--- config.mk ---
export PLATFORM = sky130hd
export DESIGN_NAME = npi_sample
export DESIGN_NICKNAME = d
export VERILOG_FILES = /design/src/npi_pkg.sv /design/src/npi_sample.sv
export SDC_FILE = /design/constraint.sdc
export NUM_CORES = 2
export LEC_CHECK = 0
export BUFFER_PORTS_ARGS = -buffer_cell sky130_fd_sc_hd__buf_2
export CORE_ASPECT_RATIO = 1.2
export CORE_UTILIZATION = 67
export CTS_BUF_LIST = sky130_fd_sc_hd__clkbuf_2 sky130_fd_sc_hd__clkbuf_4 sky130_fd_sc_hd__clkbuf_8
export CTS_CLUSTER_SIZE = 40
export DETAILED_ROUTE_END_ITERATION = 8
export PLACE_DENSITY = 0.84
export SYNTH_ARGS = -nofsm -noshare
export SYNTH_HDL_FRONTEND = slang
export SYNTH_SLANG_ARGS = --single-unit
export TNS_END_PERCENT = 30
--- constraint.sdc ---
create_clock -name clk -period 24.4 [get_ports clk]
set_input_delay 4.88 -clock clk [delete_from_list [all_inputs] [get_ports clk]]
set_output_delay 4.88 -clock clk [all_outputs]
set_load 0.01 [all_outputs]
--- src/npi_pkg.sv ---
// Shared constants, codes and handshake types of the normal probability integrator.
// No dependencies; every other file refers to it by scoped names.
`timescale 1ns / 1ps

package npi_pkg;

    // Bounds are in hundredths of a point and are clipped to this limit.
    localparam int STEPS_PER_UNIT = 100;
    localparam int MAX_BOUND      = 200;
    localparam int BOUND_LIM      = MAX_BOUND * STEPS_PER_UNIT;

    localparam logic [23:0] LN2_Q24      = 24'd11629080;
    localparam logic [31:0] SCALE_Q16    = 32'd2614508129;
    localparam logic [3:0]  TAYLOR_TERMS = 4'd12;
    localparam logic [16:0] PCT_MAX      = 17'd100000;
    localparam logic [14:0] MEAN_RESET   = 15'd10000;
    localparam logic [14:0] STD_RESET    = 15'd1500;

    // Configuration register indexes.
    localparam logic REG_MEAN = 1'b0;
    localparam logic REG_STD  = 1'b1;

    typedef enum logic [1:0] {
        STAT_OK       = 2'd0,
        STAT_ZERO_DEV = 2'd1,
        STAT_REVERSED = 2'd2
    } status_t;

    // Request to the density unit; the top level holds d and s2 steady.
    typedef struct packed {
        logic        start;
        logic [15:0] d;
        logic [29:0] s2;
        logic [35:0] s2_tail;
    } smp_req_t;

    typedef struct packed {
        logic        done;
        logic [32:0] value;
    } smp_rsp_t;

endpackage

--- src/npi_sample.sv ---
// Density sample unit: exp(-d^2 / (2 s^2)) in Q32 from one shared compare-subtract
// unit and one 32x32 multiplier. Depends on npi_pkg.
`timescale 1ns / 1ps

module npi_sample
(
    input  logic              clk,
    input  logic              rst_n,
    input  npi_pkg::smp_req_t req,
    output npi_pkg::smp_rsp_t rsp
);

    typedef enum logic [6:0] {
        S_IDLE  = 7'b0000001,
        S_TAIL  = 7'b0000010,
        S_DIVX  = 7'b0000100,
        S_DIVK  = 7'b0001000,
        S_MUL   = 7'b0010000,
        S_DIVN  = 7'b0100000,
        S_SHIFT = 7'b1000000
    } smp_state_t;

    smp_state_t  state_reg, state_next;
    logic [31:0] d2_reg, d2_next;
    logic [57:0] rem_reg, rem_next;
    logic [57:0] dvs_reg, dvs_next;
    logic [28:0] q_reg, q_next;
    logic [4:0]  cnt_reg, cnt_next;
    logic [5:0]  k_reg, k_next;
    logic [31:0] r_reg, r_next;
    logic [31:0] term_reg, term_next;
    logic [31:0] p_reg, p_next;
    logic [32:0] sum_reg, sum_next;
    logic [3:0]  n_reg, n_next;
    logic [3:0]  nrem_reg, nrem_next;
    logic        done_reg, done_next;
    logic [32:0] val_reg, val_next;

    logic        ge;
    logic [57:0] rem_sub;
    logic [63:0] prod;
    logic [31:0] pw;
    logic [3:0]  rm;
    logic [4:0]  t;

    // Shared restoring-division step, used for both x and k.
    assign ge      = (rem_reg >= dvs_reg);
    assign rem_sub = ge ? (rem_reg - dvs_reg) : rem_reg;
    assign prod    = term_reg * r_reg;

    // Eight quotient bits a cycle of the division by the term index.
    always_comb
    begin
        rm = nrem_reg;
        pw = p_reg;
        t  = 5'd0;
        for (int j = 0; j < 8; j++)
        begin
            t  = {rm, pw[31]};
            pw = {pw[30:0], 1'b0};
            if (t >= {1'b0, n_reg})
            begin
                t     = t - {1'b0, n_reg};
                pw[0] = 1'b1;
            end
            rm = t[3:0];
        end
    end

    always_comb
    begin
        state_next = state_reg;
        d2_next    = d2_reg;
        rem_next   = rem_reg;
        dvs_next   = dvs_reg;
        q_next     = q_reg;
        cnt_next   = cnt_reg;
        k_next     = k_reg;
        r_next     = r_reg;
        term_next  = term_reg;
        p_next     = p_reg;
        sum_next   = sum_reg;
        n_next     = n_reg;
        nrem_next  = nrem_reg;
        done_next  = 1'b0;
        val_next   = val_reg;
        unique case (state_reg)
            S_IDLE:
            begin
                if (req.start)
                begin
                    d2_next    = req.d * req.d;
                    state_next = S_TAIL;
                end
            end
            S_TAIL:
            begin
                if ({4'b0, d2_reg} >= req.s2_tail)
                begin
                    val_next   = 33'd0;
                    done_next  = 1'b1;
                    state_next = S_IDLE;
                end
                else
                begin
                    rem_next   = {3'b0, d2_reg, 23'b0};
                    dvs_next   = {req.s2, 28'b0};
                    q_next     = 29'd0;
                    cnt_next   = 5'd28;
                    state_next = S_DIVX;
                end
            end
            S_DIVX:
            begin
                rem_next = rem_sub;
                dvs_next = dvs_reg >> 1;
                q_next   = {q_reg[27:0], ge};
                cnt_next = cnt_reg - 5'd1;
                if (cnt_reg == 5'd0)
                begin
                    // Quotient x is complete; split it by ln 2 next.
                    rem_next   = {29'b0, q_reg[27:0], ge};
                    dvs_next   = {34'b0, npi_pkg::LN2_Q24} << 5;
                    q_next     = 29'd0;
                    cnt_next   = 5'd5;
                    state_next = S_DIVK;
                end
            end
            S_DIVK:
            begin
                rem_next = rem_sub;
                dvs_next = dvs_reg >> 1;
                q_next   = {q_reg[27:0], ge};
                cnt_next = cnt_reg - 5'd1;
                if (cnt_reg == 5'd0)
                begin
                    // The first Taylor term is r itself.
                    k_next     = {q_reg[4:0], ge};
                    r_next     = {rem_sub[23:0], 8'b0};
                    term_next  = {rem_sub[23:0], 8'b0};
                    sum_next   = {1'b1, 32'b0} - {1'b0, rem_sub[23:0], 8'b0};
                    n_next     = 4'd2;
                    state_next = S_MUL;
                end
            end
            S_MUL:
            begin
                p_next     = prod[63:32];
                nrem_next  = 4'd0;
                cnt_next   = 5'd3;
                state_next = S_DIVN;
            end
            S_DIVN:
            begin
                p_next    = pw;
                nrem_next = rm;
                cnt_next  = cnt_reg - 5'd1;
                if (cnt_reg == 5'd0)
                begin
                    term_next = pw;
                    if (n_reg[0])
                    begin
                        sum_next = sum_reg - {1'b0, pw};
                    end
                    else
                    begin
                        sum_next = sum_reg + {1'b0, pw};
                    end
                    if (n_reg == npi_pkg::TAYLOR_TERMS)
                    begin
                        state_next = S_SHIFT;
                    end
                    else
                    begin
                        n_next     = n_reg + 4'd1;
                        state_next = S_MUL;
                    end
                end
            end
            S_SHIFT:
            begin
                val_next   = sum_reg >> k_reg;
                done_next  = 1'b1;
                state_next = S_IDLE;
            end
            default:
            begin
                state_next = S_IDLE;
            end
        endcase
    end

    always_ff @(posedge clk or negedge rst_n)
    begin
        if (!rst_n)
        begin
            state_reg <= S_IDLE;
            done_reg  <= 1'b0;
        end
        else
        begin
            state_reg <= state_next;
            done_reg  <= done_next;
        end
    end

    always_ff @(posedge clk)
    begin
        d2_reg   <= d2_next;
        rem_reg  <= rem_next;
        dvs_reg  <= dvs_next;
        q_reg    <= q_next;
        cnt_reg  <= cnt_next;
        k_reg    <= k_next;
        r_reg    <= r_next;
        term_reg <= term_next;
        p_reg    <= p_next;
        sum_reg  <= sum_next;
        n_reg    <= n_next;
        nrem_reg <= nrem_next;
        val_reg  <= val_next;
    end

    assign rsp.done  = done_reg;
    assign rsp.value = val_reg;

endmodule

== Word level (Yosys, flattened, before mapping) ==
Cells that the tools add are included.

* Flip-flop bits (word level): 357
* Input port bits: 85
* Output and inout bits: 34
* Logic and storage cells: 125

* Add/sub/neg operators: 14
* Multipliers: 2
* Magnitude comparators: 10
* Equality and inequality tests: 15
* Shifts and indexed selects: 1
* Multiplexer cells: 53
* Reductions and logical operators: 15

{| class="wikitable"
|+ Operators by type and width
! cell !! count
|-
| case mux 58 bit (3 select lines) || 2
|-
| 2-to-1 mux 58 bit || 4
|-
| 2-to-1 mux 33 bit || 4
|-
| case mux 33 bit (2 select lines) || 2
|-
| case mux 32 bit (2 select lines) || 2
|-
| case mux 28 bit (3 select lines) || 1
|-
| 2-to-1 mux 32 bit || 2
|-
| >= comparator 58 bit || 1
|-
| subtractor 58 bit || 1
|-
| 2-to-1 mux 57 bit || 1
|-
| multiplier 32 x 24 -> 56 bit || 1
|-
| 2-to-1 mux 28 bit || 2
|-
| 2-to-1 mux 4 bit || 11
|-
| case mux 7 bit (6 select lines) || 1
|-
| >= comparator 5 x 4 -> 1 bit || 8
|-
| >= comparator 32 x 36 -> 1 bit || 1
|-
| 2-to-1 mux 7 bit || 5
|-
| adder 33 x 32 -> 33 bit || 1
|-
| >> shifter 33 x 6 -> 33 bit || 1
|-
| subtractor 33 x 32 -> 33 bit || 1
|-
| subtractor 33 x 32 -> 33 bit, first input constant || 1
|-
| multiplier 16 x 16 -> 32 bit || 1
|-
| subtractor 4 bit || 8
|-
| case mux 5 bit (4 select lines) || 1
|-
| other kinds (24) || 47
|}

== Logic depth before layout (Yosys ltp) ==
* Depth in word-level cells: 20
* Depth in mapped cells: 88
* Mapped depth without buffers: 87

== Worst setup path before layout ==
Ideal clock, no wire load.

* Path kind: register -> register
* Start: register n_reg[1]
* End: register sum_reg[29] (data pin)
* Setup time: 268 ps
* Arrival: 16,705 ps
* Required time: 24,132 ps
* Path slack: 7,427 ps
* Stages on the path, launching flop included: 84
* Clock period less this slack: 16,973 ps
* Path through: edfxtp_1 inv_1 ha_1 a21oi_1 o21ai_2 mux2_2 ha_1 a21oi_1 o21ai_0 a221o_1 nor2_4 mux2i_1 inv_1 ha_1 a21oi_1 o21ai_0 a31o_2 a21oi_1 [48 not listed] nand4_1 nor4_2 nor2_1 xnor2_1 ha_1 a21o_1 a21oi_1 o21ai_0 nor3_1 a21oi_1 o41ai_1 o211a_1 o31ai_1 a221o_1 a21o_1 a21oi_1 xor2_1 mux2i_1

* Longest elaborated chain between the ends: 20

{| class="wikitable"
|+ RTL lines
! what !! RTL line !! text
|-
| start, declared || npi_sample.sv:34 || <nowiki>logic [3:0] n_reg, n_next;</nowiki>
|-
| start signal, assigned || npi_sample.sv:219 || <nowiki>n_reg <= n_next;</nowiki>
|-
| subtractor 4 bit or >= comparator 5 x 4 -> 1 bit (tied branches) || npi_sample.sv:63, npi_sample.sv:61 ||
|-
| 2-to-1 mux 4 bit || npi_sample.sv:61 || <nowiki>if (t >= {1'b0, n_reg})</nowiki>
|-
| subtractor 4 bit or >= comparator 5 x 4 -> 1 bit (tied branches) || npi_sample.sv:63, npi_sample.sv:61 ||
|-
| 2-to-1 mux 4 bit || npi_sample.sv:61 ||
|-
| subtractor 4 bit or >= comparator 5 x 4 -> 1 bit (tied branches) || npi_sample.sv:63, npi_sample.sv:61 ||
|-
| 2-to-1 mux 4 bit || npi_sample.sv:61 ||
|-
| >= comparator 5 x 4 -> 1 bit or subtractor 4 bit (tied branches) || npi_sample.sv:61, npi_sample.sv:63 ||
|-
| 2-to-1 mux 4 bit || npi_sample.sv:61 ||
|-
| [6 not listed] || - ||
|-
| >= comparator 5 x 4 -> 1 bit * || npi_sample.sv:61 ||
|-
| 2-to-1 mux 1 bit * || npi_sample.sv:61 ||
|-
| via pw[0] || npi_sample.sv:42 || <nowiki>logic [31:0] pw;</nowiki>
|-
| adder 33 x 32 -> 33 bit or subtractor 33 x 32 -> 33 bit (tied branches) || npi_sample.sv:167, npi_sample.sv:163 ||
|-
| 2-to-1 mux 33 bit * || npi_sample.sv:161 || <nowiki>if (n_reg[0])</nowiki>
|-
| 2-to-1 mux 33 bit * || npi_sample.sv:158 || <nowiki>if (cnt_reg == 5'd0)</nowiki>
|-
| case mux 33 bit (2 select lines) * || npi_sample.sv:87 || <nowiki>unique case (state_reg)</nowiki>
|-
| via sum_next[29] || npi_sample.sv:33 || <nowiki>logic [32:0] sum_reg, sum_next;</nowiki>
|-
| end signal, assigned || npi_sample.sv:218 || <nowiki>sum_reg <= sum_next;</nowiki>
|-
| end, declared || npi_sample.sv:33 ||
|}

The timed path passes the listed nets; every way through them passes the cells marked *. The select of a mux whose other input is x is not followed.
A chain may end at the register's enable or synchronous reset.

== Worst setup path after layout ==
* Start: register n_reg[2]
* End: register sum_reg[29] (data pin)

* Longest elaborated chain between the ends: 20

{| class="wikitable"
|+ RTL lines
! what !! RTL line
|-
| subtractor 4 bit or >= comparator 5 x 4 -> 1 bit (tied branches) || npi_sample.sv:63, npi_sample.sv:61
|-
| 2-to-1 mux 4 bit || npi_sample.sv:61
|-
| subtractor 4 bit or >= comparator 5 x 4 -> 1 bit (tied branches) || npi_sample.sv:63, npi_sample.sv:61
|-
| 2-to-1 mux 4 bit || npi_sample.sv:61
|-
| >= comparator 5 x 4 -> 1 bit or subtractor 4 bit (tied branches) || npi_sample.sv:61, npi_sample.sv:63
|-
| 2-to-1 mux 4 bit || npi_sample.sv:61
|-
| subtractor 4 bit or >= comparator 5 x 4 -> 1 bit (tied branches) || npi_sample.sv:63, npi_sample.sv:61
|-
| 2-to-1 mux 4 bit || npi_sample.sv:61
|-
| [6 not listed] || -
|-
| >= comparator 5 x 4 -> 1 bit * || npi_sample.sv:61
|-
| 2-to-1 mux 1 bit * || npi_sample.sv:61
|-
| via pw[0] || npi_sample.sv:42
|-
| adder 33 x 32 -> 33 bit or subtractor 33 x 32 -> 33 bit (tied branches) || npi_sample.sv:167, npi_sample.sv:163
|-
| 2-to-1 mux 33 bit * || npi_sample.sv:161
|-
| 2-to-1 mux 33 bit * || npi_sample.sv:158
|-
| case mux 33 bit (2 select lines) * || npi_sample.sv:87
|-
| via sum_next[29] || npi_sample.sv:33
|}

Marks and branches as above.

==> impl_metrics.yaml <==
status:
  run_status: "complete, no violations"
detailed_routing:
  routed_wirelength_um: 147000
  drt-wirelength-per-cell_um: 21.6
  post_drt_via_cell_ratio: 6.11
  drt_pre_antenna_iters: 6
  route.detailed.drc: 0
  dr.first_iter.drc_count: 3288
  vias: 41500
  ant_nets: 0
synth:
  synthesis.area_um2: 53500
  syn-num-nets: 7045
  yosysSeqAreaShare_pct: 19.9
  synthesis.yosys.warnings: 0
  synth_largest_type_area_fraction_pct: 31.1
  synth.lib_cells_used.distinct: 99
  instance_count_of_the_mapped_netlist: 5695
  proportion_of_synthesized_flip_flops_having_asynchronous_set_or_reset_pct: 2.25
  synth.top_cells.by_area: "fa_1 (31%), edfxtp_1 (20%), ha_1 (10%)"
  synth_ff_type: "edfxtp_1"
  synth_seq_cells: 356
  synthDominantAreaCellType: "fa_1"
  synth.avg_cell_area_um2: 9.39
  synth_enable_flop_cells: 348
timing:
  clock_skew_ns: 0.0815
  slew-limit-headroom_pct: 16.7
  tightestPinTransition_ns: 1.24
  final_max_slew_viol_count: 0
  rsz0062_at_grt: "false"
  post-route-min-period_ns: 20.24
  setup-violations-final: 0
  hold_violation_total_from_the_final_report: 0
  fmax_ghz: 0.0494
  tns_ns: 0
  min_period_over_period_pct: 82.9
setup_path:
  worstPathMaxFanout: 10
  timing.reg2reg.setup_slack_ns: 4.16
  timing.rr.start: "n_reg[2]$_SDFFCE_PN0P_"
  cp_slowest_cell: "nor4_2"
  worstSetupEndpointType: "register"
  worstRegToRegCells: 82
  timing_worst_setup_path_type: "reg -> reg"
  critical_path.startpoint_type: "register"
  crit_arrival_ns: 20.63
  timing.rr.end: "sum_reg[29]$_DFFE_PP_"
  slowest_delay_ns: 0.65
  timing.critical_path.mode_cell: "a21oi_1"
  timing.critical_path.required_ns: 24.79
power:
  power.share.sequential_pct: 27.8
  powerDensity_nw_per_um2: 56.5
  cellInternalPower_uw: 1870
  power.leakage_uw: 0.0270
  power.clock.fraction_pct: 18.5
  total_switching_power_uw: 1310
  comb_power_share_pct: 53.7
  switching_share_pct: 41.2
  maximum_ir_drop_on_the_vdd_rail_v: 0.000188
final_layout:
  layout.cells.most_common: "inv_1"
  area.growth.synth_to_final_pct: 5.37
  post_route_cells_drive_above_1_share_pct: 6.79
  layout_common_cells: "inv_1 (1049), fa_1 (831), nand2_1 (822)"
  post-route-util_pct: 71.3
  nNetsFinal: 7058
  nFillCells: 5800
min_path:
  worst_hold_path.num_cells: 0
  hold_end: "k_reg[3]$_DFFE_PP_"
  min-delay-path-class: "reg -> reg"
  min-delay-start: "q_reg[2]$_SDFFCE_PP0P_"
floorplan:
  rows: 113
  die_h_um: 312
  die_x_um: 260
  core_region_area_um2: 79000
  area_enclosed_by_the_die_boundary_um2: 81000
  boundaryPins: 119
  initial_core_util_pct: 67.7
grt:
  grt_busiest_layer: "met2"
  groute.layer.met3.usage_pct: 5.70
  grt_pass1_wl_um: 232000
  global_route.usage.met2_pct: 64.8
  grt_use_total_pct: 37.2
  globalRouteOverflowTotal: 0
  pin_count_of_the_biggest_net_entering_global_routing: 88
  grt_pass1_vias: 44000
  gr-usage-met1_pct: 42.1
  antenna_found_initial: 2
clock_network:
  cts_tree: "built"
  clkSinkCount: 356
  clk_transition_reported_paths_ns: 0.07
  post_cts_buffers: 0
  ctsResizeCount: 0
  ctsRootBufferMaster: "clkbuf_8"
  clock_insertion_delay_worst_skew_ns: 0.72
  cts-root-to-sink-buffers: 3
  number_of_cts_inserted_buffers: 57
  clock_tree.htree_level_count: 2
  post_cts_hold_buffer_count: 0
placed_design:
  i_o_buffers: 118
  finalWeightedCongestion: 0.947
  dp.final_hpwl_um: 112000
run:
  max_cap_violations: 0
## logic make-up (layout without fill, tap and decap cells)
logic type	Yosys count	count (layout)	synth area share, %
compound gates	796	796	9.48
xor+xnor	206	206	3.37
fa+ha+maj	1265	1265	41.2
buf+inv	1299	1361	9.19
flops	356	356	19.9
mux	84	84	2.08
other cells	0	1	0
simple gates	1689	1689	14.7
## through the flow
step	hold slack, ns	setup slack [ns]	total power [µW]	instance area, µm²	std cells
floorplan	0.441	7.43	2180	53500	5695
global placement	0.471	4.22	2510	55100	6684
detailed placement	0.471	4.13	2590	55100	6684
CTS	0.487	4.01	3180	56400	6792
global route	0.515	2.56	3420	56400	6793
finish	0.483	4.16	3190	56400	6793
## how the worst max path moves through the flow
stage | from | endpoint | slack (ns) | cells past startpoint
2_1_floorplan | n_reg[1]$_SDFFCE_PN1P_ | sum_reg[29]$_DFFE_PP_ | 7.43 | 83
3_3_place_gp | n_reg[2]$_SDFFCE_PN0P_ | sum_reg[29]$_DFFE_PP_ | 4.22 | 82
3_5_place_dp | n_reg[2]$_SDFFCE_PN0P_ | sum_reg[29]$_DFFE_PP_ | 4.13 | 82
4_1_cts | n_reg[2]$_SDFFCE_PN0P_ | sum_reg[29]$_DFFE_PP_ | 4.01 | 82
5_1_grt | n_reg[2]$_SDFFCE_PN0P_ | sum_reg[32]$_DFFE_PP_ | 2.56 | 84
6_report | n_reg[2]$_SDFFCE_PN0P_ | sum_reg[29]$_DFFE_PP_ | 4.16 | 82
## per-layer routing
| layer | share of wire [%] | routed length [µm] |
|---|---|---|
| met5 | 0.0048 | 7 |
| met4 | 8.2 | 12000 |
| met3 | 8.1 | 11800 |
| met2 | 50 | 73600 |
| met1 | 34 | 49100 |
## cell type report
| class | count | area, µm² | share of cell area (%) |
|---|---|---|---|
| multi-input cells | 4040 | 38000 | 67.4 |
| flip-flops and latches | 356 | 10700 | 18.9 |
| inverters | 1055 | 3960 | 7.03 |
| well taps | 1035 | 1290 | 2.30 |
| repair buffers | 198 | 1190 | 2.11 |
| clock buffers | 73 | 930 | 1.65 |
| clock inverters | 35 | 355 | 0.630 |
| diodes | 1 | 2.50 | 0.00444 |
## power by group through the flow
stage                     logic, µW  clock network [µW]  registers, µW
after floorplan                1290                   0            882
after global placement         1620                   0            896
after detailed placement       1690                   0            898
after CTS                      1700                 595            886
after global routing           1910                 616            892
final                          1710                 589            887
## worst max-delay path, delay by kind of cell (launching register included)
family | cells | cell delay (ns)
buffers and inverters | 6 | 0.87
AO/OA/AOI/OAI | 46 | 10.90
flip-flops | 1 | 0.44
AND/OR/NAND/NOR | 12 | 2.44
XOR/XNOR | 2 | 0.34
multiplexers | 6 | 1.85
adder cells (fa/ha/maj) | 10 | 3.08
## synth_stat cells, drive strengths merged (16+ instances only)
master,number
inv,1054
fa,831
nand2,822
ha,434
edfxtp,348
and2,323
nor2,258
a21oi,229
clkbuf,221
o21ai,210
xnor2,151
a21o,114
xor2,55
mux2i,51
nor3,50
nand3,40
nand2b,36
o21a,32
nor2b,28
a211oi,25
and3,24
buf,23
or3,22
nand4,21
a31oi,20
mux4,20
o31ai,18
o21bai,16
o22ai,16
Note: power is estimated with default switching activity, not from simulation.
